--- config.mk ---
export PLATFORM = sky130hd
export DESIGN_NAME = slot_table_first_fit_allocator
export DESIGN_NICKNAME = d
export VERILOG_FILES = /design/src/hw/rtl/stffa_pkg.sv /design/src/hw/rtl/stffa_ram.sv /design/src/hw/rtl/slot_table_first_fit_allocator.sv
export VERILOG_INCLUDE_DIRS = /design/src /design/src/hw/rtl
export SDC_FILE = /design/constraint.sdc
export NUM_CORES = 2
export LEC_CHECK = 0
export BUFFER_PORTS_ARGS = -buffer_cell sky130_fd_sc_hd__buf_2
export CAP_MARGIN = 20
export CELL_PAD_IN_SITES_DETAIL_PLACEMENT = 0
export CELL_PAD_IN_SITES_GLOBAL_PLACEMENT = 2
export CORE_AREA = 10 10 466 468
export DETAILED_ROUTE_END_ITERATION = 8
export DIE_AREA = 0 0 476 478
export PLACE_DENSITY = 0.51
export SLEW_MARGIN = 20
export SYNTH_ARGS = -nofsm -noshare
export SYNTH_HDL_FRONTEND = slang
export SYNTH_SLANG_ARGS = --single-unit
--- constraint.sdc ---
create_clock -name i_clk -period 20.7 [get_ports i_clk]
set_input_delay 6.21 -clock i_clk [delete_from_list [all_inputs] [get_ports i_clk]]
set_output_delay 6.21 -clock i_clk [all_outputs]
set_load 0.01 [all_outputs]
--- src/hw/rtl/slot_table_first_fit_allocator_assert.svh ---
// Assertion macros for the slot table allocator.
`ifndef SLOT_TABLE_FIRST_FIT_ALLOCATOR_ASSERT_SVH
`define SLOT_TABLE_FIRST_FIT_ALLOCATOR_ASSERT_SVH
`ifndef SYNTH
`define STA_ASSERT(label, clk, rst_n, prop, msg) \
    label: assert property (@(posedge clk) disable iff (!rst_n) prop) else $error(msg);
`define STA_ASSERT_NR(label, clk, prop, msg) \
    label: assert property (@(posedge clk) prop) else $error(msg);
`else
`define STA_ASSERT(label, clk, rst_n, prop, msg)
`define STA_ASSERT_NR(label, clk, prop, msg)
`endif
`endif

--- src/hw/rtl/stffa_pkg.sv ---
`default_nettype none
package stffa_pkg;
    typedef enum logic [1:0] {
        OP_ALLOC = 2'd0,
        OP_FREE  = 2'd1,
        OP_CHECK = 2'd2,
        OP_CLEAR = 2'd3
    } t_opcode;

    typedef enum logic [1:0] {
        ST_OK    = 2'd0,
        ST_INVAL = 2'd1,
        ST_NOMEM = 2'd2
    } t_status;

    localparam logic [0:0] CFG_HEAP_BASE  = 1'b0;
    localparam logic [0:0] CFG_HEAP_LIMIT = 1'b1;

    // Allocation granule; the rounding logic relies on a power of two.
    localparam int ALIGN_BYTES = 64;

    typedef struct packed {
        logic [1:0]  opcode;
        logic [31:0] request_address;
        logic [31:0] request_size;
    } t_req;

    typedef struct packed {
        logic [1:0]  status;
        logic [31:0] granted_address;
    } t_rsp;
endpackage
`default_nettype wire

--- src/hw/rtl/stffa_ram.sv ---
`default_nettype none
module stffa_ram #(
    parameter int WIDTH = 32,
    parameter int DEPTH = 16
) (
    input  wire                      i_clk,
    input  wire                      i_we,
    input  wire [$clog2(DEPTH)-1:0]  i_waddr,
    input  wire [WIDTH-1:0]          i_wdata,
    input  wire [$clog2(DEPTH)-1:0]  i_raddr,
    output logic [WIDTH-1:0]         o_rdata
);
    logic [WIDTH-1:0] r_mem [DEPTH];

    always_ff @(posedge i_clk) begin
        if (i_we) begin
            r_mem[i_waddr] <= i_wdata;
        end
        o_rdata <= r_mem[i_raddr];
    end
endmodule
`default_nettype wire

--- src/hw/rtl/slot_table_first_fit_allocator.sv ---
// Slot table first-fit heap allocator.
// Requests enter on i_req_valid / o_req_stall with a t_req beat (opcode,
// address, size); each request yields one t_rsp beat on o_rsp_valid /
// i_rsp_stall. Configuration (heap base, heap end) is written through
// i_cfg_we, i_cfg_index and i_cfg_data; the user must write it only while
// the block is idle, as the block itself does not enforce this.
// Slot bases and lengths live in one synchronous RAM, read one slot a cycle;
// used marks are flip-flops. A free or check walks the table at most once; an
// allocate walks the table once per candidate move. A clear, and an
// allocate rejected before placement, do not walk the table.
// One request is handled at a time; the next is taken while the previous
// result waits in the output register.
// Reset clears all used marks, the heap registers and the handshake state.
// While the receiver stalls, the result holds and at most one further
// request is worked on; it then waits until the output register empties.
`default_nettype none
module slot_table_first_fit_allocator
    import stffa_pkg::*;
#(
    parameter int SLOT_COUNT  = 16
) (
    input  wire         i_clk,
    input  wire         i_rst_n,
    input  wire         i_req_valid,
    output logic        o_req_stall,
    input  wire t_req   i_req,
    output logic        o_rsp_valid,
    input  wire         i_rsp_stall,
    output t_rsp        o_rsp,
    input  wire         i_cfg_we,
    input  wire  [0:0]  i_cfg_index,
    input  wire  [31:0] i_cfg_data
);
`include "slot_table_first_fit_allocator_assert.svh"

    localparam int IW = (SLOT_COUNT > 1) ? $clog2(SLOT_COUNT) : 1;
    localparam int CW = $clog2(SLOT_COUNT + 1);
    localparam logic [31:0] AMASK = 32'(ALIGN_BYTES - 1);

    typedef enum logic [4:0] {
        S_IDLE = 5'b00001,
        S_SCAN = 5'b00010,
        S_EVAL = 5'b00100,
        S_DONE = 5'b01000,
        S_OUT  = 5'b10000
    } t_state;

    t_state r_state, n_state;
    logic [31:0] r_heap_base, r_heap_limit;
    logic [SLOT_COUNT-1:0] r_used;
    t_req r_req;
    logic [31:0] r_rsize, r_cand;
    logic r_rwrap;
    logic [CW-1:0] r_idx;
    logic [IW-1:0] free_slot;
    logic have_free, r_hit;
    logic [IW-1:0] r_hit_slot;
    logic [CW-1:0] r_moves;
    logic r_pend;
    logic [IW-1:0] r_ev_idx;
    t_rsp r_rsp;
    logic r_rsp_valid;
    logic [1:0] fin_status;
    logic [31:0] fin_addr;

    logic ram_we;
    logic [IW-1:0] ram_waddr, ram_raddr;
    logic [63:0] ram_wdata, ram_rdata;
    logic [31:0] s_base, s_len, s_end, s_endal;

    stffa_ram #(.WIDTH(64), .DEPTH(SLOT_COUNT)) u_ram (
        .i_clk   (i_clk),
        .i_we    (ram_we),
        .i_waddr (ram_waddr),
        .i_wdata (ram_wdata),
        .i_raddr (ram_raddr),
        .o_rdata (ram_rdata)
    );

    assign s_base = ram_rdata[63:32];
    assign s_len  = ram_rdata[31:0];
    assign s_end  = s_base + s_len;
    assign s_endal = (s_end + AMASK) & ~AMASK;
    assign ram_raddr = r_idx[IW-1:0];

    logic accept, slot_ok, last, can_move;
    logic [31:0] cand_end;
    assign accept = i_req_valid && !o_req_stall;
    assign o_req_stall = (r_state != S_IDLE);
    assign o_rsp_valid = r_rsp_valid;
    assign o_rsp = r_rsp;
    assign slot_ok = r_used[r_ev_idx];
    assign cand_end = r_cand + r_rsize;
    assign last = (r_idx == CW'(SLOT_COUNT));
    assign can_move = (r_req.opcode == OP_ALLOC) && (r_moves < CW'(SLOT_COUNT));

    logic hit_now;
    always_comb begin
        hit_now = 1'b0;
        case (r_req.opcode)
            OP_ALLOC: hit_now = slot_ok && (r_cand < s_end) && (cand_end > s_base);
            OP_FREE:  hit_now = slot_ok && (s_base == r_req.request_address);
            default:  hit_now = slot_ok && (r_req.request_address >= s_base)
                        && (r_req.request_size <= s_len)
                        && (r_req.request_address - s_base <= s_len - r_req.request_size);
        endcase
    end

    logic in_heap;
    assign in_heap = (r_req.request_size != 32'd0) && (r_req.request_address >= r_heap_base)
        && (r_req.request_address < r_heap_limit)
        && (r_req.request_size <= r_heap_limit - r_req.request_address);

    always_comb begin
        n_state = r_state;
        ram_we = 1'b0;
        ram_waddr = free_slot;
        ram_wdata = {r_cand, r_rsize};
        unique case (r_state)
            S_IDLE: if (accept) n_state = S_SCAN;
            S_SCAN: n_state = S_EVAL;
            S_EVAL: begin
                if (!r_pend) begin
                    n_state = S_DONE;
                end else if (hit_now) begin
                    if (can_move) n_state = S_SCAN;
                    else n_state = S_DONE;
                end else if (last) begin
                    n_state = S_DONE;
                end
            end
            S_DONE: begin
                if (!r_rsp_valid || !i_rsp_stall) n_state = S_OUT;
            end
            S_OUT: n_state = S_IDLE;
            default: n_state = S_IDLE;
        endcase
        if (r_state == S_OUT && r_req.opcode == OP_ALLOC && fin_status == ST_OK) begin
            ram_we = 1'b1;
        end
    end

    always_comb begin
        fin_status = ST_OK;
        fin_addr = 32'd0;
        case (r_req.opcode)
            OP_ALLOC: begin
                if (r_req.request_size == 32'd0) fin_status = ST_INVAL;
                else if (r_rwrap || !have_free || r_hit) fin_status = ST_NOMEM;
                else if (r_cand >= r_heap_limit || r_rsize > r_heap_limit - r_cand)
                    fin_status = ST_NOMEM;
                else fin_addr = r_cand;
            end
            OP_FREE:  fin_status = r_hit ? ST_OK : ST_INVAL;
            OP_CHECK: fin_status = (r_hit && in_heap) ? ST_OK : ST_INVAL;
            default:  fin_status = ST_OK;
        endcase
    end

    always_ff @(posedge i_clk) begin
        if (!i_rst_n) begin
            r_state <= S_IDLE;
            r_used <= '0;
            r_heap_base <= 32'd0;
            r_heap_limit <= 32'd0;
            r_rsp_valid <= 1'b0;
            r_pend <= 1'b0;
        end else begin
            r_state <= n_state;
            if (i_cfg_we) begin
                if (i_cfg_index == CFG_HEAP_BASE) r_heap_base <= i_cfg_data;
                else r_heap_limit <= i_cfg_data;
            end
            if (r_rsp_valid && !i_rsp_stall) r_rsp_valid <= 1'b0;
            case (r_state)
                S_IDLE: begin
                    if (accept) begin
                        r_req <= i_req;
                        r_rsize <= (i_req.request_size + AMASK) & ~AMASK;
                        r_rwrap <= ((i_req.request_size + AMASK) & ~AMASK) < i_req.request_size;
                        r_cand <= r_heap_base;
                        r_idx <= '0;
                        r_moves <= '0;
                        r_hit <= 1'b0;
                        r_pend <= 1'b0;
                    end
                end
                S_SCAN: begin
                    r_ev_idx <= r_idx[IW-1:0];
                    r_idx <= r_idx + 1'b1;
                    r_pend <= (r_req.opcode != OP_CLEAR) && (r_req.opcode != OP_ALLOC
                        || (r_req.request_size != 32'd0 && !r_rwrap && have_free
                            && r_cand < r_heap_limit));
                end
                S_EVAL: begin
                    if (r_pend) begin
                        if (hit_now) begin
                            r_pend <= 1'b0;
                            if (can_move) begin
                                r_cand <= s_endal;
                                r_moves <= r_moves + 1'b1;
                                r_idx <= '0;
                            end else begin
                                r_hit <= 1'b1;
                                r_hit_slot <= r_ev_idx;
                            end
                        end else if (last) begin
                            r_pend <= 1'b0;
                        end else begin
                            r_ev_idx <= r_idx[IW-1:0];
                            r_idx <= r_idx + 1'b1;
                        end
                    end
                end
                S_OUT: begin
                    r_rsp.status <= fin_status;
                    r_rsp.granted_address <= fin_addr;
                    r_rsp_valid <= 1'b1;
                    if (r_req.opcode == OP_CLEAR) r_used <= '0;
                    else if (r_req.opcode == OP_FREE && r_hit) r_used[r_hit_slot] <= 1'b0;
                    else if (r_req.opcode == OP_ALLOC && fin_status == ST_OK)
                        r_used[free_slot] <= 1'b1;
                end
                default: ;
            endcase
        end
    end

    // Lowest free slot, recomputed from the used marks.
    always_comb begin
        have_free = 1'b0;
        free_slot = '0;
        for (int i = SLOT_COUNT - 1; i >= 0; i--) begin
            if (!r_used[i]) begin
                have_free = 1'b1;
                free_slot = IW'(i);
            end
        end
    end

    `STA_ASSERT(a_one_rsp, i_clk, i_rst_n, (r_state == S_OUT) |-> (!r_rsp_valid || !i_rsp_stall), "result overwritten")
    `STA_ASSERT(a_idle_free, i_clk, i_rst_n, r_rsp_valid && i_rsp_stall |=> r_rsp_valid, "result dropped")
    `STA_ASSERT(a_moves, i_clk, i_rst_n, r_moves <= CW'(SLOT_COUNT), "move count overrun")
endmodule
`default_nettype wire

==> out/qor.csv <==
stage;metric;value;unit
finish;commonest non-fill, non-tap cells in the layout;edfxtp_1 (1,106), ha_1 (369), mux4_2 (294);
global_routing;total gr overflow;0;
logic_synthesis;Post-synth ARST share;0;%
logic_synthesis;#FFs+latches synth;1251;
sta;Setup WS post-layout;11060;ps
clocking;Worst-Skew Late Latency;840;ps
clocking;Max Buffers Root-to-Sink;3;
critical_path;CP Launch Point;i_req[2];
logic_synthesis;Mapped Nets;4605;
finish;commonest non-fill, non-tap cell in the layout;edfxtp_1;
floorplanning;core area;0.2083;mm2
route;Post-route DRC;0;
min_path;cell depth of the worst hold path;2;
sta;final setup vio count;0;
global_routing;gr usage total;17.13;%
flow_run;Max Cap Violations;0;
route;vias per cell;4.975;
sta;worst-margin pin slew;1134;ps
run_status;status;finished clean;
critical_path;Worst EP required;21200;ps
logic_synthesis;Synth Area in Compound Gates;8.299;%
finish;share of cells above drive strength 1;17.60;%
critical_path;kind of critical path;in2reg;
route;DRT Wirelength;199000;um
floorplanning;Initial Utilization;28.74;%
clocking;clk sinks;1251;
sta;final hold vios;0;
finish;nets;4861;
clocking;CTS buffer count;148;
critical_path;Data arrival, critical path;10140;ps
floorplanning;die height;478;um
critical_path;reg2reg end;u_ram.r_mem[5][1];
critical_path;Critical path destination;r_rwrap;
placed_design;dpl ws;10210;ps
global_routing;first-pass GRT wire length;279900;um
floorplanning;full die area;0.2275;mm2
route;via count;36440;
finish;area grow syn2layout;15.91;%
critical_path;worst reg-to-reg path cell count;25;
logic_synthesis;distinct cell type count after synthesis;88;
clocking;Reg clk slew, reported paths;50;ps
logic_synthesis;Synth Area per Inst;14.50;um2
pwr;peak supply drop;68.15;uV
clocking;Post-CTS Repair Setup Buffers;0;
pwr;Leakage;24.75;nW
clocking;H-tree levels;4;
critical_path;r2r startpoint;r_cand[1];
floorplanning;Top Ports;140;
sta;Setup TNS Final;0;ps
sta;unrepaired setup endpoints after global routing;no;
logic_synthesis;XOR/XNOR Fraction of Synth Area;2.824;%
sta;Max Slew Vio Count;0;
floorplanning;chip width;476;um
placed_design;gpl congestion;0.8101;
route;DR pass1 iterations;5;
logic_synthesis;post-synthesis mux area share;11.13;%
sta;worst hold margin;456.7;ps
clocking;CTS tree;built;
sta;Tcrit/Tclk final;46.55;%
placed_design;IO buf count;139;
logic_synthesis;Synth Area in Simple Gates;7.194;%
global_routing;vias in the first global route;37790;
logic_synthesis;Yosys warning count;0;
critical_path;startpoint types;input pin;
clocking;CTS Hold Buffers Added;0;
sta;minimum clock period;9636;ps
critical_path;flop2flop setup slack;11960;ps
logic_synthesis;EDFF count, synth;1106;
logic_synthesis;Synth Instances;4128;
placed_design;HPWL after DPL;139200;um
route;Avg WL per Cell;27.16;um
route;post-route ant nets;0;
critical_path;Crit. End Element;register;
global_routing;pin count of the biggest net entering global routing;63;
critical_path;Critical Path Fanout Max;8;
pwr;total power;0.006603;W
pwr;Power Density;95.15;mW/mm2
clocking;CTS resizes;0;
sta;Worst Clk Skew;72.55;ps
route;drt initial violations;2405;
logic_synthesis;ys flop type;edfxtp_1;
logic_synthesis;adder-cell share of the synthesized area;7.846;%
min_path;HP Class;reg2reg;
floorplanning;FP Rows;168;
sta;fmax;0.1038;GHz
finish;FILL cells;20230;
clocking;Root Driver;clkbuf_16;
logic_synthesis;Post-Syn Area;0.05987;mm2
logic_synthesis;sequential area share after synthesis;60.32;%
sta;relative slew slack;24.43;%
global_routing;initial antenna violation count;15;
logic_synthesis;largest family of logic cells by synthesized area;multiplexers;
power breakdown:
group          internal, W  switching [W]
clock network      0.00149        0.00112
registers          0.00278      0.0000864
logic             0.000457       0.000658
total              0.00474        0.00187
stage by stage:
step                      cell area [um2]  std cells  utilization, %
after detailed placement            64440       7039           30.94
after CTS                           69370       7316           33.30
after global placement              64440       7039           30.94
final                               69390       7325           33.31
after global routing                69370       7317           33.30
after floorplan                     59870       4128               -
final cells by class:
class / count / area [um2] / share of cell area, %
flip-flops and latches: 1251 / 36110 / 52.05
multi-input cells: 2499 / 22510 / 32.44
clock buffers: 192 / 3940 / 5.678
well taps: 2805 / 3510 / 5.058
repair buffers: 223 / 1326 / 1.911
clock inverters: 85 / 984.7 / 1.419
inverters: 261 / 979.7 / 1.412
diodes: 9 / 22.52 / 0.03246
cells by family after synthesis:
logic type,Yosys count
flip-flops,1251
AND/OR/NAND/NOR,861
AO/OA/AOI/OAI,774
buffers and inverters,378
adder cells (fa/ha/maj),373
multiplexers,298
XOR/XNOR,193
how the worst min path moves through the flow:
| stage | from | end | slack, ps |
|---|---|---|---|
| finish | r_heap_base[5] | r_heap_base[5] | 460 |
| global route | r_heap_base[11] | r_heap_base[11] | 470 |
| global placement | r_heap_base[4] | r_heap_base[4] | 440 |
| CTS | r_heap_base[11] | r_heap_base[11] | 460 |
| detailed placement | r_heap_base[4] | r_heap_base[4] | 450 |
| floorplan | r_idx[2] | r_ev_idx[2] | 420 |
sequential cells by signal, summed over array words and instances, names as in the netlist, 4 cells and up:
signal,count
r_used,16
r_idx,5
r_moves,5
r_hit_slot,4
r_heap_limit,32
r_heap_base,32
u_ram.r_mem,928
r_state,5
r_rsize,26
o_rsp,34
r_req,66
r_cand,32
r_ev_idx,4
u_ram.o_rdata,58
synth_stat cells (24+ instances only):
library cell / instances / area share [%]
a211oi_1: 24 / 0.30
clkbuf_1: 88 / 0.55
nand4_1: 70 / 0.73
mux4_2: 294 / 11
nand3_1: 60 / 0.50
buf_1: 26 / 0.16
nand2_1: 257 / 1.6
xor2_1: 82 / 1.2
a21o_1: 121 / 1.5
o21ai_0: 139 / 1.2
a21oi_1: 266 / 2.2
and3_1: 25 / 0.26
o211ai_1: 25 / 0.31
xnor2_1: 111 / 1.6
edfxtp_1: 1106 / 55
nand2b_1: 38 / 0.40
ha_1: 369 / 7.7
nor3_1: 64 / 0.54
inv_1: 259 / 1.6
dfxtp_1: 145 / 4.8
and2_1: 43 / 0.45
nor2_1: 173 / 1.1
nor2b_1: 38 / 0.40
o21a_1: 33 / 0.41
critical path: stages:
cell	delay, ps
buf_2	90
or4_1	160
o311ai_1	100
buf_4	180
nor4_1	880
nand4_1	620
nor2_1	460
and3_1	260
and3_1	170
ha_1	240
xor2_1	180
o21ai_0	160
nor2_1	160
and4b_1	200
a211oi_1	60
metal layers:
| layer | global-route usage (%) | part of all wire (%) | vias to the layer above | routed length, um |
|---|---|---|---|---|
| li1 | - | - | 16620 | - |
| met1 | 23.64 | 46 | 18990 | 92400 |
| met2 | 28.51 | 48 | 639 | 95380 |
| met3 | 2.273 | 3.6 | 192 | 7064 |
| met4 | 3.980 | 2.1 | 2 | 4117 |
| met5 | 0 | 0.0065 | - | 13 |
No activity file was read; power rests on OpenSTA's default activity.
